### config.mk
export PLATFORM = sky130hd
export DESIGN_NAME = sorted_timeout_list
export DESIGN_NICKNAME = d
export VERILOG_FILES = /design/src/rtl/stl_pkg.sv /design/src/rtl/sorted_timeout_list.sv /design/src/rtl/stl_cell.sv
export SDC_FILE = /design/constraint.sdc
export NUM_CORES = 2
export LEC_CHECK = 0
export BUFFER_PORTS_ARGS = -buffer_cell sky130_fd_sc_hd__buf_2
export CORE_ASPECT_RATIO = 1.5
export CORE_UTILIZATION = 39
export DETAILED_ROUTE_END_ITERATION = 7
export PLACE_DENSITY = 0.63
export RECOVER_POWER = 100
export SYNTH_ARGS = -nofsm -noshare
export SYNTH_HDL_FRONTEND = slang
export SYNTH_SLANG_ARGS = --single-unit
### constraint.sdc
create_clock -name clock -period 13.35 [get_ports clock]
set_clock_uncertainty 0.1 [all_clocks]
set_input_delay 3.3375 -clock clock [delete_from_list [all_inputs] [get_ports clock]]
set_output_delay 3.3375 -clock clock [all_outputs]
set_load 0.02 [all_outputs]
### src/rtl/stl_pkg.sv
// Shared codes, command word and wait-state decode for the sorted timeout list.
`timescale 1ns / 1ps

package stl_pkg;

   localparam int TASK_ID_W    = 4;
   localparam int AMOUNT_W     = 31;
   localparam int WAIT_STATE_W = 3;
   localparam int SLOT_IDX_W   = 8;

   localparam logic [1:0] REQ_INSERT   = 2'd0;
   localparam logic [1:0] REQ_REMOVE   = 2'd1;
   localparam logic [1:0] REQ_TICK     = 2'd2;
   localparam logic [1:0] REQ_SETSTATE = 2'd3;

   localparam logic [WAIT_STATE_W-1:0] WAIT_SLEEP      = 3'd0;
   localparam logic [WAIT_STATE_W-1:0] WAIT_PEND       = 3'd1;
   localparam logic [WAIT_STATE_W-1:0] WAIT_PEND_SUSP  = 3'd2;
   localparam logic [WAIT_STATE_W-1:0] WAIT_SLEEP_SUSP = 3'd3;

   typedef logic [1:0] cell_op_type;
   localparam cell_op_type CELL_HOLD     = 2'd0;
   localparam cell_op_type CELL_INSERT   = 2'd1;
   localparam cell_op_type CELL_DELETE   = 2'd2;
   localparam cell_op_type CELL_SETSTATE = 2'd3;

   typedef struct packed {
      cell_op_type             op;
      logic [SLOT_IDX_W-1:0]   pos;
      logic [SLOT_IDX_W-1:0]   slot;
      logic [WAIT_STATE_W-1:0] state;
   } cell_cmd_type;

   typedef struct packed {
      logic new_state;
      logic wake_reason;
      logic enqueue_ready;
      logic fatal;
   } wake_type;

   function automatic wake_type wake_decode(input logic [WAIT_STATE_W-1:0] st);
      wake_type w;
      w = '0;
      unique case (st)
         WAIT_SLEEP: begin
            w.enqueue_ready = 1'b1;
         end
         WAIT_PEND: begin
            w.wake_reason   = 1'b1;
            w.enqueue_ready = 1'b1;
         end
         WAIT_PEND_SUSP: begin
            w.new_state   = 1'b1;
            w.wake_reason = 1'b1;
         end
         WAIT_SLEEP_SUSP: begin
            w.new_state = 1'b1;
         end
         default: begin
            w.fatal = 1'b1;
         end
      endcase
      return w;
   endfunction

endpackage

### src/rtl/sorted_timeout_list.sv
// Sorted timer queue of waiting tasks: top level with control sequencer and cell chain.
`timescale 1ns / 1ps

// Usage: raise start with a request word while busy is low; the word is taken at that
// clock edge. The list lives in a row of TASK_SLOTS cells, head first, and every cell
// compares its own remaining time in parallel. Set-state and remove are carried out in
// the command state that follows acceptance. Insert passes through the command state
// and then the scan state, where one cell is probed per cycle from the head until the
// task lands; an insert with a zero delay or an out-of-range slot does nothing and
// returns to idle from the command state. Tick walks the list, and the sequencer visits
// one expired entry per cycle. Results come one per cycle on rsp_strobe, held back in a
// pending register and then registered, so the final one of a tick, flagged by rsp_last,
// shows in the first cycle with busy low; the receiver cannot stall them, so capture
// every strobed word. A tick with nothing expired gives no word at all.
module sorted_timeout_list #(
   parameter int TASK_SLOTS = 16,
   parameter int TICK_BITS  = 32
) (
   input  logic                                clock,
   input  logic                                reset,
   input  logic                                start,
   output logic                                busy,
   input  logic [1:0]                          req_type,
   input  logic [stl_pkg::TASK_ID_W-1:0]       req_task_id,
   input  logic [stl_pkg::AMOUNT_W-1:0]        req_amount,
   input  logic [stl_pkg::WAIT_STATE_W-1:0]    req_wait_state,
   output logic                                rsp_strobe,
   output logic [stl_pkg::TASK_ID_W-1:0]       rsp_expired_task,
   output logic                                rsp_new_state,
   output logic                                rsp_wake_reason,
   output logic                                rsp_enqueue_ready,
   output logic                                rsp_fatal,
   output logic                                rsp_last
);
   import stl_pkg::*;

   localparam int IdxW = $clog2(TASK_SLOTS);
   localparam int PosW = IdxW + 1;

   // sequencer states
   localparam logic [1:0] ST_IDLE = 2'd0;
   localparam logic [1:0] ST_EXEC = 2'd1;
   localparam logic [1:0] ST_SCAN = 2'd2;
   localparam logic [1:0] ST_WALK = 2'd3;

   logic [1:0]              state_ff, state_in;
   logic [TICK_BITS-1:0]    now_ff, now_in;
   logic [PosW-1:0]         pos_ff, pos_in;

   // latched request word
   logic [1:0]              type_ff, type_in;
   logic [IdxW-1:0]         slot_ff, slot_in;
   logic                    in_range_ff, in_range_in;
   logic [TICK_BITS-1:0]    delay_ff, delay_in;
   logic [WAIT_STATE_W-1:0] ws_ff, ws_in;

   // result held in a pending register so that the last flag is known when it leaves
   logic                    pend_valid_ff, pend_valid_in;
   logic [IdxW-1:0]         pend_slot_ff, pend_slot_in;
   logic [WAIT_STATE_W-1:0] pend_state_ff, pend_state_in;

   logic                    rsp_strobe_ff, rsp_strobe_in;
   logic                    rsp_last_ff, rsp_last_in;
   logic [TASK_ID_W-1:0]    rsp_task_ff;
   wake_type                rsp_wake_ff;

   // cell chain
   cell_cmd_type            cmd;
   logic [TICK_BITS-1:0]    ins_match;
   logic [TASK_SLOTS-1:0]   cell_valid;
   logic [IdxW-1:0]         cell_slot  [TASK_SLOTS];
   logic [WAIT_STATE_W-1:0] cell_state [TASK_SLOTS];
   logic [TICK_BITS-1:0]    cell_match [TASK_SLOTS];
   logic [TASK_SLOTS-1:0]   cell_gt;
   logic [TASK_SLOTS-1:0]   cell_expired;
   logic [TASK_SLOTS-1:0]   cell_hit;

   logic [IdxW-1:0]         sel_idx;
   logic                    at_end;
   logic                    cur_expired;
   logic                    any_hit;
   logic [IdxW-1:0]         hit_pos;
   logic                    accept;

   assign accept    = start && (state_ff == ST_IDLE);
   assign sel_idx   = pos_ff[IdxW-1:0];
   assign at_end    = pos_ff == PosW'(TASK_SLOTS);
   assign ins_match = now_ff + delay_ff;
   assign any_hit   = |cell_hit;

   // slots are listed at most once, so the hit vector is one-hot or empty
   always_comb begin
      hit_pos = '0;
      for (int i = 0; i < TASK_SLOTS; i++) begin
         if (cell_hit[i]) begin
            hit_pos = hit_pos | IdxW'(i);
         end
      end
   end

   // entry at the walk position; the entry stays only when its wait state is invalid
   assign cur_expired = !at_end && cell_valid[sel_idx] && cell_expired[sel_idx];

   always_comb begin
      state_in      = state_ff;
      now_in        = now_ff;
      pos_in        = pos_ff;
      type_in       = type_ff;
      slot_in       = slot_ff;
      in_range_in   = in_range_ff;
      delay_in      = delay_ff;
      ws_in         = ws_ff;
      pend_valid_in = pend_valid_ff;
      pend_slot_in  = pend_slot_ff;
      pend_state_in = pend_state_ff;
      rsp_strobe_in = 1'b0;
      rsp_last_in   = 1'b0;
      cmd           = '0;
      cmd.op        = CELL_HOLD;
      cmd.slot      = SLOT_IDX_W'(slot_ff);
      cmd.state     = ws_ff;

      unique case (state_ff)
         ST_IDLE: begin
            if (start) begin
               type_in     = req_type;
               slot_in     = IdxW'(req_task_id);
               in_range_in = int'(req_task_id) < TASK_SLOTS;
               delay_in    = TICK_BITS'(req_amount);
               ws_in       = req_wait_state;
               pos_in      = '0;
               if (req_type == REQ_TICK) begin
                  // advance the counter now; the walk sees the new time
                  now_in   = now_ff + TICK_BITS'(req_amount);
                  state_in = ST_WALK;
               end else begin
                  state_in = ST_EXEC;
               end
            end
         end

         ST_EXEC: begin
            state_in = ST_IDLE;
            pos_in   = '0;
            unique case (type_ff)
               REQ_SETSTATE: begin
                  if (in_range_ff) begin
                     cmd.op = CELL_SETSTATE;
                  end
               end
               REQ_REMOVE: begin
                  if (in_range_ff && any_hit) begin
                     cmd.op  = CELL_DELETE;
                     cmd.pos = SLOT_IDX_W'(hit_pos);
                  end
               end
               REQ_INSERT: begin
                  // drop an old listing first, then search for the landing place
                  if (in_range_ff && (delay_ff != '0)) begin
                     state_in = ST_SCAN;
                     if (any_hit) begin
                        cmd.op  = CELL_DELETE;
                        cmd.pos = SLOT_IDX_W'(hit_pos);
                     end
                  end
               end
               REQ_TICK: begin
               end
            endcase
         end

         ST_SCAN: begin
            // land before the first entry with more time left, or at the tail
            if (cell_gt[sel_idx]) begin
               cmd.op   = CELL_INSERT;
               cmd.pos  = SLOT_IDX_W'(sel_idx);
               state_in = ST_IDLE;
            end else begin
               pos_in = pos_ff + 1'b1;
            end
         end

         ST_WALK: begin
            if (cur_expired) begin
               if (pend_valid_ff) begin
                  rsp_strobe_in = 1'b1;
               end
               pend_valid_in = 1'b1;
               pend_slot_in  = cell_slot[sel_idx];
               pend_state_in = cell_state[sel_idx];
               if (cell_state[sel_idx] <= WAIT_SLEEP_SUSP) begin
                  cmd.op  = CELL_DELETE;
                  cmd.pos = SLOT_IDX_W'(sel_idx);
               end else begin
                  pos_in = pos_ff + 1'b1;
               end
            end else begin
               // walk is done: flush the held result as the last one
               rsp_strobe_in = pend_valid_ff;
               rsp_last_in   = pend_valid_ff;
               pend_valid_in = 1'b0;
               state_in      = ST_IDLE;
            end
         end
      endcase
   end

   always_ff @(posedge clock) begin
      if (reset) begin
         state_ff      <= ST_IDLE;
         now_ff        <= '0;
         pos_ff        <= '0;
         pend_valid_ff <= 1'b0;
         rsp_strobe_ff <= 1'b0;
      end else begin
         state_ff      <= state_in;
         now_ff        <= now_in;
         pos_ff        <= pos_in;
         pend_valid_ff <= pend_valid_in;
         rsp_strobe_ff <= rsp_strobe_in;
      end
   end

   always_ff @(posedge clock) begin
      type_ff       <= type_in;
      slot_ff       <= slot_in;
      in_range_ff   <= in_range_in;
      delay_ff      <= delay_in;
      ws_ff         <= ws_in;
      pend_slot_ff  <= pend_slot_in;
      pend_state_ff <= pend_state_in;
      rsp_last_ff   <= rsp_last_in;
      if (rsp_strobe_in) begin
         rsp_task_ff <= TASK_ID_W'(pend_slot_ff);
         rsp_wake_ff <= wake_decode(pend_state_ff);
      end
   end

   // cell chain, head at index zero
   for (genvar i = 0; i < TASK_SLOTS; i++) begin : g_cell
      logic                    pv, nv;
      logic [IdxW-1:0]         ps, ns;
      logic [WAIT_STATE_W-1:0] pst, nst;
      logic [TICK_BITS-1:0]    pm, nm;

      if (i == 0) begin : g_head
         assign pv  = 1'b0;
         assign ps  = '0;
         assign pst = '0;
         assign pm  = '0;
      end else begin : g_mid
         assign pv  = cell_valid[i-1];
         assign ps  = cell_slot[i-1];
         assign pst = cell_state[i-1];
         assign pm  = cell_match[i-1];
      end

      if (i == TASK_SLOTS - 1) begin : g_tail
         assign nv  = 1'b0;
         assign ns  = '0;
         assign nst = '0;
         assign nm  = '0;
      end else begin : g_body
         assign nv  = cell_valid[i+1];
         assign ns  = cell_slot[i+1];
         assign nst = cell_state[i+1];
         assign nm  = cell_match[i+1];
      end

      stl_cell #(
         .TASK_SLOTS (TASK_SLOTS),
         .TICK_BITS  (TICK_BITS)
      ) u_cell (
         .clock      (clock),
         .reset      (reset),
         .cell_index (IdxW'(i)),
         .cmd        (cmd),
         .now_ticks  (now_ff),
         .ins_delay  (delay_ff),
         .ins_match  (ins_match),
         .prev_valid (pv),
         .prev_slot  (ps),
         .prev_state (pst),
         .prev_match (pm),
         .next_valid (nv),
         .next_slot  (ns),
         .next_state (nst),
         .next_match (nm),
         .valid      (cell_valid[i]),
         .slot       (cell_slot[i]),
         .state      (cell_state[i]),
         .match      (cell_match[i]),
         .gt         (cell_gt[i]),
         .expired    (cell_expired[i]),
         .hit        (cell_hit[i])
      );
   end

   assign busy              = state_ff != ST_IDLE;
   assign rsp_strobe        = rsp_strobe_ff;
   assign rsp_last          = rsp_last_ff;
   assign rsp_expired_task  = rsp_task_ff;
   assign rsp_new_state     = rsp_wake_ff.new_state;
   assign rsp_wake_reason   = rsp_wake_ff.wake_reason;
   assign rsp_enqueue_ready = rsp_wake_ff.enqueue_ready;
   assign rsp_fatal         = rsp_wake_ff.fatal;

   // results only come out of a walk
   a_strobe_from_walk: assert property (@(posedge clock) disable iff (reset)
      rsp_strobe_ff |-> $past(state_ff) == ST_WALK)
      else $error("result word outside a tick walk");

   // no held result survives the end of a walk
   a_idle_no_pending: assert property (@(posedge clock) disable iff (reset)
      state_ff == ST_IDLE |-> !pend_valid_ff)
      else $error("held result left behind after walk");

   // listed entries stay packed at the head of the chain
   a_cells_packed: assert property (@(posedge clock) disable iff (reset)
      ((cell_valid >> 1) & ~cell_valid) == '0)
      else $error("gap in cell chain");

   // a slot is listed at most once
   a_single_hit: assert property (@(posedge clock) disable iff (reset)
      state_ff == ST_EXEC |-> $onehot0(cell_hit))
      else $error("slot listed more than once");

   // the last flag marks a strobed word only
   a_last_with_strobe: assert property (@(posedge clock) disable iff (reset)
      rsp_last_ff |-> rsp_strobe_ff)
      else $error("last flag without result word");

endmodule

### src/rtl/stl_cell.sv
// One list position: holds an entry and shifts it to or from its neighbors.
`timescale 1ns / 1ps

module stl_cell #(
   parameter int TASK_SLOTS = 16,
   parameter int TICK_BITS  = 32
) (
   input  logic                                clock,
   input  logic                                reset,
   input  logic [$clog2(TASK_SLOTS)-1:0]       cell_index,
   input  stl_pkg::cell_cmd_type               cmd,
   input  logic [TICK_BITS-1:0]                now_ticks,
   input  logic [TICK_BITS-1:0]                ins_delay,
   input  logic [TICK_BITS-1:0]                ins_match,
   input  logic                                prev_valid,
   input  logic [$clog2(TASK_SLOTS)-1:0]       prev_slot,
   input  logic [stl_pkg::WAIT_STATE_W-1:0]    prev_state,
   input  logic [TICK_BITS-1:0]                prev_match,
   input  logic                                next_valid,
   input  logic [$clog2(TASK_SLOTS)-1:0]       next_slot,
   input  logic [stl_pkg::WAIT_STATE_W-1:0]    next_state,
   input  logic [TICK_BITS-1:0]                next_match,
   output logic                                valid,
   output logic [$clog2(TASK_SLOTS)-1:0]       slot,
   output logic [stl_pkg::WAIT_STATE_W-1:0]    state,
   output logic [TICK_BITS-1:0]                match,
   output logic                                gt,
   output logic                                expired,
   output logic                                hit
);
   import stl_pkg::*;

   localparam int IdxW = $clog2(TASK_SLOTS);

   logic                    valid_ff, valid_in;
   logic [IdxW-1:0]         slot_ff, slot_in;
   logic [WAIT_STATE_W-1:0] state_ff, state_in;
   logic [TICK_BITS-1:0]    match_ff, match_in;
   logic [TICK_BITS-1:0]    left;
   logic [IdxW-1:0]         pos;
   logic                    at_pos;
   logic                    past_pos;

   assign left     = match_ff - now_ticks;
   assign pos      = cmd.pos[IdxW-1:0];
   assign at_pos   = cell_index == pos;
   assign past_pos = cell_index > pos;

   assign gt      = !valid_ff || (left > ins_delay);
   assign expired = (left == '0) || left[TICK_BITS-1];
   assign hit     = valid_ff && (slot_ff == cmd.slot[IdxW-1:0]);

   always_comb begin
      valid_in = valid_ff;
      slot_in  = slot_ff;
      state_in = state_ff;
      match_in = match_ff;
      unique case (cmd.op)
         CELL_HOLD: begin
         end
         CELL_SETSTATE: begin
            if (hit) begin
               state_in = cmd.state;
            end
         end
         CELL_DELETE: begin
            if (at_pos || past_pos) begin
               valid_in = next_valid;
               slot_in  = next_slot;
               state_in = next_state;
               match_in = next_match;
            end
         end
         CELL_INSERT: begin
            if (at_pos) begin
               valid_in = 1'b1;
               slot_in  = cmd.slot[IdxW-1:0];
               state_in = cmd.state;
               match_in = ins_match;
            end else if (past_pos) begin
               valid_in = prev_valid;
               slot_in  = prev_slot;
               state_in = prev_state;
               match_in = prev_match;
            end
         end
      endcase
   end

   always_ff @(posedge clock) begin
      if (reset) begin
         valid_ff <= 1'b0;
      end else begin
         valid_ff <= valid_in;
      end
   end

   always_ff @(posedge clock) begin
      slot_ff  <= slot_in;
      state_ff <= state_in;
      match_ff <= match_in;
   end

   assign valid = valid_ff;
   assign slot  = slot_ff;
   assign state = state_ff;
   assign match = match_ff;

endmodule
* Word level (Yosys, flattened, before mapping) *
Cells that the tools add are included.

storage, ports and cells
  word-level logic and storage cells = 712
  bits in registers = 737
  input bits = 43
  output and inout port bits = 11

operators by class
  mux-type cells = 327
  equal/unequal tests = 98
  reductions and logical operators = 150
  bitwise logic cells = 2
  $add $sub $neg = 19
  $lt $le $gt $ge = 35

operators with widths
  cell                count
  $mux 32             48
  $pmux 32 s2         16
  $gt 32x31->1        16
  $logic_not 32->1    16
  $sub 32x32->32      16
  $mux 4              58
  $mux 3              70
  $pmux 3 s3          16
  $pmux 4 s2          16
  $reduce_and 4->1    17
  $add 32x31->32      2
  $eq 4x4->1          16
  $ne 2x1->1 const B  32
  $mux 1              60
  $reduce_and 3->1    18
  $logic_or 1x1->1    48
  $ne 3x1->1 const B  16
  $mux 10             4
  $eq 4x4->1 const A  8
  $gt 4x4->1 const A  8
  $pmux 1 s2          16
  $reduce_bool 32->1  1
  $pmux 10 s3         1
  $mux 5              4
  other kinds (38)    108

* Logic depth before layout (Yosys ltp) *
  word-level depth = 25
  mapped depth = 36
  mapped depth without buffers = 36

* Modules after synthesis *
From an unflattened synthesis, not the netlist that was laid out.

second synthesis, totals
  cells, all modules = 11292
  area, all modules = 87821.7 um^2

modules (own cells, without submodules)
  module                             seq. area each (um^2)  instances  area each (um^2)  cells each
  stl_cell at g_cell[0].u_cell ...   1191.1                 7          4993.5            650
  stl_cell at g_cell[4].u_cell ...   1191.1                 5          4933.5            647
  stl_cell at g_cell[10].u_cell ...  1191.1                 2          5041.1            673
  sorted_timeout_list                2492.4                 1          7773.7            804
  stl_cell at g_cell[7].u_cell       1191.1                 1          5373.9            718
  stl_cell at g_cell[3].u_cell       1191.1                 1          4969.8            639

* Worst setup path before layout *
OpenSTA, ideal clock, no wires.

  kind = reg2reg
  start = register now_ff[1]
  end = register g_cell[11].u_cell.valid_ff
  data required time = 13173 ps
  slack = 4045 ps
  arrival time = 9128 ps
  clock period less this slack = 9305 ps
  cell stages (with the launch flop) = 32
  library setup time = 77 ps
  path buffers = 1
  path through = dfxtp_1 inv_1 fa_1 a21o_1 a21o_1 a2111oi_0 o21ai_1 a211oi_1 nor4_1 or3_1 ha_1 a21o_1 a21oi_1 nor2_1 a211oi_1 o31ai_1 a2111oi_0 o21ai_0 o221a_2 o311a_1 o31ai_1 o211ai_1 nand3_1 and2_1 inv_1 ha_1 inv_1 nand2_1 clkbuf_1 a21oi_1 o311ai_0 a21oi_1

on the way
  word-level cells in the longest chain between the ends = 12

ends and longest elaborated chain
  what                                                    line                            RTL
  from (decl)                                             sorted_timeout_list.sv:47       logic [TICK_BITS-1:0] now_ff, now_in;
  from (signal assigned)                                  sorted_timeout_list.sv:217      now_ff <= now_in;
  branches (longest 7 deep; another with $sub 32x32->32)  --
  $pmux 10 s3 (*)                                         sorted_timeout_list.sv:123      unique case (state_ff)
  $gt 4x4->1 or $eq 4x4->1 (tied branches)                stl_cell.sv:47, stl_cell.sv:46
  $logic_or 1x1->1                                        stl_cell.sv:67                  if (at_pos || past_pos) begin
  $ne 2x1->1 (no source line)                             --
  $reduce_and 3->1 (no source line)                       --
  to (signal assigned)                                    stl_cell.sv:94                  valid_ff <= valid_in;
  to (decl)                                               stl_cell.sv:35                  logic valid_ff, valid_in;

Mark *: on every way between the ends. The select of a mux whose other input is x is not followed.
A chain may end at the register's enable or synchronous reset.

* Worst setup path after layout *
  start = register pos_ff[1]
  end = register g_cell[6].u_cell.match_ff[7], data pin

on the way
  word-level cells in the longest chain between the ends = 11

ends and longest elaborated chain
  what                                        line                        RTL
  from (decl)                                 sorted_timeout_list.sv:48   logic [PosW-1:0] pos_ff, pos_in;
  from (signal assigned)                      sorted_timeout_list.sv:218  pos_ff <= pos_in;
  $not 4->5 (not written as such)             sorted_timeout_list.sv:191  if (cell_state[sel_idx] <= WAIT_SLEEP_SUSP) begin
  $bmux 3 s4                                  sorted_timeout_list.sv:191
  $mux 3 (not written as such) (2 in series)  sorted_timeout_list.sv:191
  $le 3x2->1                                  sorted_timeout_list.sv:191
  $mux 10                                     sorted_timeout_list.sv:191
  $mux 10                                     sorted_timeout_list.sv:184  if (cur_expired) begin
  $pmux 10 s3 (*)                             sorted_timeout_list.sv:123
  $eq 3x4->1                                  stl_cell.sv:46              assign at_pos = cell_index == pos;
  $mux 32                                     stl_cell.sv:75              if (at_pos) begin
  $pmux 32 s2 (*)                             stl_cell.sv:58              unique case (cmd.op)
  net g_cell[6].u_cell.match_in[7]            stl_cell.sv:38              logic [TICK_BITS-1:0] match_ff, match_in;
  to (signal assigned)                        stl_cell.sv:101             match_ff <= match_in;
  to (decl)                                   stl_cell.sv:38

The timed path passes the listed nets; every way through them passes the cells marked *. The select of a mux whose other input is x is not followed.

==> reports/qor.txt <==
outcome: complete, but fails checks
failing checks: max-capacitance violations, max-slew violations
fin area: 86900 um2
Multi-input gate area: 56280 um2
placed cell areas: 84270 um2
H-tree depth: 3
Post-Synth Simple-Gate Area: 0.1578
Distinct cells, synth: 104
DR iter-0 viols: 8149
clock buffer count from CTS: 89
Yosys top cell area share: 0.2539
post-layout min period: 12.82 ns
highest clock rate: 77.98 MHz
clock share of power: 0.283
total gr overflow: 0
routability cong.: 1.044
final hold vios: 0
via count: 76790
Die Ht: 557.8 um
first-pass detailed-route iteration total: 6
Synth area leaders: edfxtp_1 (25%), ha_1 (17%), mux2i_1 (7.5%)
Primary FF master, synth: edfxtp_1
Worst path max stage delay: 1.94 ns
share of layout cells above drive strength 1: 0.05362
routed length per instance: 31.97 um
switching power share of the total: 0.4044
Synth Register Bits: 737
Synth Area in Compound Gates: 0.2278
Post-Syn Area: 80320 um2
async set-reset flop share out of synthesis: 0
dpl hpwl: 300000 um
Hold Crit Class: reg -> reg
post-detailed-route via-to-cell ratio: 6.498
leakage power: 35.32 nW
synth warn: 0
Hold Path Origin: pend_slot_ff[2]$_DFFE_PP_
post-synthesis mux area share: 0.08675
Period Utilization, post-route: 0.9606
global-route wire length before repair: 530400 um
register area share after synthesis: 0.2683
max cap viols: 21
post-cts sizing count: 0
Seq pwr share: 0.325
reg-to-reg critical path startpoint: pos_ff[1]$_SDFFE_PP0P_
largest area contributor in the netlist: edfxtp_1
worst skew pair latency: 0.75 ns
Gate power share: 0.392
CTS sink cnt: 737
CP Class: reg -> reg
Req. time, crit path: 13.66 ns
Post-Synth Adder-Cell Area: 0.1696
# DRC: 0
CTS tree: built
relative slew slack: -1.502
I/O pins: 54
Initial Util: 0.3933
critical path cell sequence: clkbuf_1 > clkinv_1 > nor4b_1 > nor4b_1 > or4b_1 > nor4_1 > nand4b_1 > or4_1 > or4b_1 > a22o_1 > o2111ai_2 > and4_1 > a21oi_2 > clkbuf_1 > nand4_1 > clkbuf_1 > clkbuf_2 > mux2i_1 > a21oi_1
CP most frequent cell: clkbuf_1
xor/xnor share of the synthesized area: 0.05452
post-synthesis average cell area: 8.786 um2
Die X: 372.5 um
setup bufs post-CTS: 0
Worst path slowest cell: clkbuf_1
RSZ-0062 raised after global routing: false
Placeable Area: 204200 um2
synthesized instance count: 9142
Sequential cell area: 21550 um2
setup violators final: 0
cts hold-fix bufs: 0
CP Launch Type: register
total wire length: 377800 um
Syn Nets: 10260
initial antenna violation count: 23
die footprint: 207800 um2
post-route antenna net violation count: 0
Pins Over Slew Limit: 994
main combinational cell family by area after synthesis: compound AO/OA/AOI/OAI gates
Area Growth Syn to Fin: 8.189%
IO Port Bufs: 53
std cell rows: 203
Net Sw Power: 3.665 mW
Cell Pwr Density: 104.3 nW/um2
post-layout power: 9.063 mW
number of global-route vias before repair: 72880
largest net degree at the start of global routing: 228
FILL cells: 20420
Final TNS setup: 0 ns
CTS Buffer Depth: 3
crit-path max FO: 30
Final nets: 10190
number of flops mapped to enable cells by yosys: 679
all-layer global routing usage: 0.3527
Root Buffer: clkbuf_16
Critical Path Source: pos_ff[1]$_SDFFE_PP0P_
CTS clk-pin slew, worst paths: 0.06 ns
CP arrival: 13.13 ns
maximum vdd drop: 102.8 uV
Critical Path End Type: register
actual slew at the worst max-slew pin: 3.754 ns
final core utilization: 0.4255
Int Power: 5.398 mW
==> state kept, by name (all words and copies together), names as in the netlist <==
| name | flops |
|---|---|
| delay_ff | 31 |
| g_cell.u_cell.match | 512 |
| g_cell.u_cell.slot | 64 |
| g_cell.u_cell.state | 48 |
| g_cell.u_cell.valid | 16 |
| now_ff | 32 |
| pend_slot_ff | 4 |
| pend_state_ff | 3 |
| pend_valid_ff | 1 |
| pos_ff | 5 |
| rsp_enqueue_ready | 1 |
| rsp_expired_task | 4 |
| rsp_fatal | 1 |
| rsp_last | 1 |
| rsp_new_state | 1 |
| rsp_strobe | 1 |
| rsp_wake_reason | 1 |
| slot_ff | 4 |
| state_ff | 2 |
| type_ff | 2 |
| ws_ff | 3 |
==> power groups by stage <==
stage | clock network [mW] | logic [mW] | registers [mW]
4_1_cts | 2.58 | 3.46 | 2.94
6_report | 2.56 | 3.55 | 2.95
3_3_place_gp | 0 | 3.40 | 2.99
3_5_place_dp | 0 | 3.44 | 2.99
2_1_floorplan | 0 | 2.31 | 2.86
5_1_grt | 2.65 | 3.84 | 2.95
==> cell families (layout without fill, tap and decap cells) <==
family                   Yosys count  count (layout)
adder cells (fa/ha/maj)         1078            1078
multiplexers                     646             646
buffers and inverters            725             722
XOR/XNOR                         500             500
flip-flops                       737             737
other                              0              14
AO/OA/AOI/OAI                   2864            2864
AND/OR/NAND/NOR                 2592            2592
==> routing by layer <==
metal | vias up | track usage | wire length (um)
met4 | 14 | 0.2650 | 33480
met1 | 37320 | 0.4294 | 149000
met5 | - | 0 | 82
li1 | 34550 | - | -
met3 | 1131 | 0.06690 | 28840
met2 | 3776 | 0.5495 | 166500
==> cells in the mapped netlist (all sizes together) (83+ instances only) <==
master	instances
a21oi	1132
ha	1060
nor2	963
edfxtp	679
mux2i	605
nand2	465
o21ai	433
a21o	389
clkbuf	338
inv	312
xnor2	306
nand3	198
xor2	194
nand4	162
o21a	131
nor3	125
nor2b	117
nand2b	89
nor4	83
==> final timing paths <==
| path | end | slack [ns] | cells past startpoint |
|---|---|---|---|
| worst max-delay path | g_cell[6].u_cell.match[7]$_DFFE_PP_ | 0.53 | 19 |
| worst min-delay path | rsp_expired_task[2]$_DFFE_PP_ | 0.34 | 0 |
| worst max register to register | g_cell[6].u_cell.match[7]$_DFFE_PP_ | 0.53 | 19 |
| worst min register to register | rsp_expired_task[2]$_DFFE_PP_ | 0.34 | 0 |
==> cell type report <==
class | instances | share of cell area
Antenna cell | 14 | 0.0004032
Clock buffer | 112 | 0.02756
Clock inverter | 53 | 0.005745
Inverter | 315 | 0.01361
Multi-Input combinational cell | 7680 | 0.6476
Sequential cell | 737 | 0.2480
Tap cell | 2665 | 0.03837
Timing Repair Buffer | 242 | 0.01863
==> cells in the final DEF (no fill, tap or decap), drive strengths merged, types with 56 or more instances in the layout <==
master  count
and2       68
o21ai     433
nor2      963
or3        56
ha       1060
dfxtp      58
a21o      389
xnor2     306
nand2     465
inv       317
and3       76
a211oi     75
xor2      194
a31oi      70
o211ai     68
edfxtp    679
nor2b     117
o21bai     69
o21a      131
a21oi    1132
nand2b     89
nor4       83
mux2i     605
nand4     162
buf       162
nand3     198
clkbuf    192
nor3      125
==> per-stage QoR <==
step           setup WS (ns)  std cells  hold slack, ns
4_1_cts                1.769      11800          0.3489
3_3_place_gp           2.093      11640          0.3355
2_1_floorplan          4.045       9142          0.3003
5_1_grt               0.5605      11810          0.3584
3_5_place_dp           1.787      11640          0.3345
6_report              0.5261      11820          0.3407
==> worst max-delay path: cells and delay by family, from the launching register on <==
kind	cells	cell delay [ns]
compound gates	4	0.73
buf+inv	5	6.21
flops	1	1.44
mux	1	0.41
simple gates	9	3.48
No activity file was read; power rests on OpenSTA's default activity.
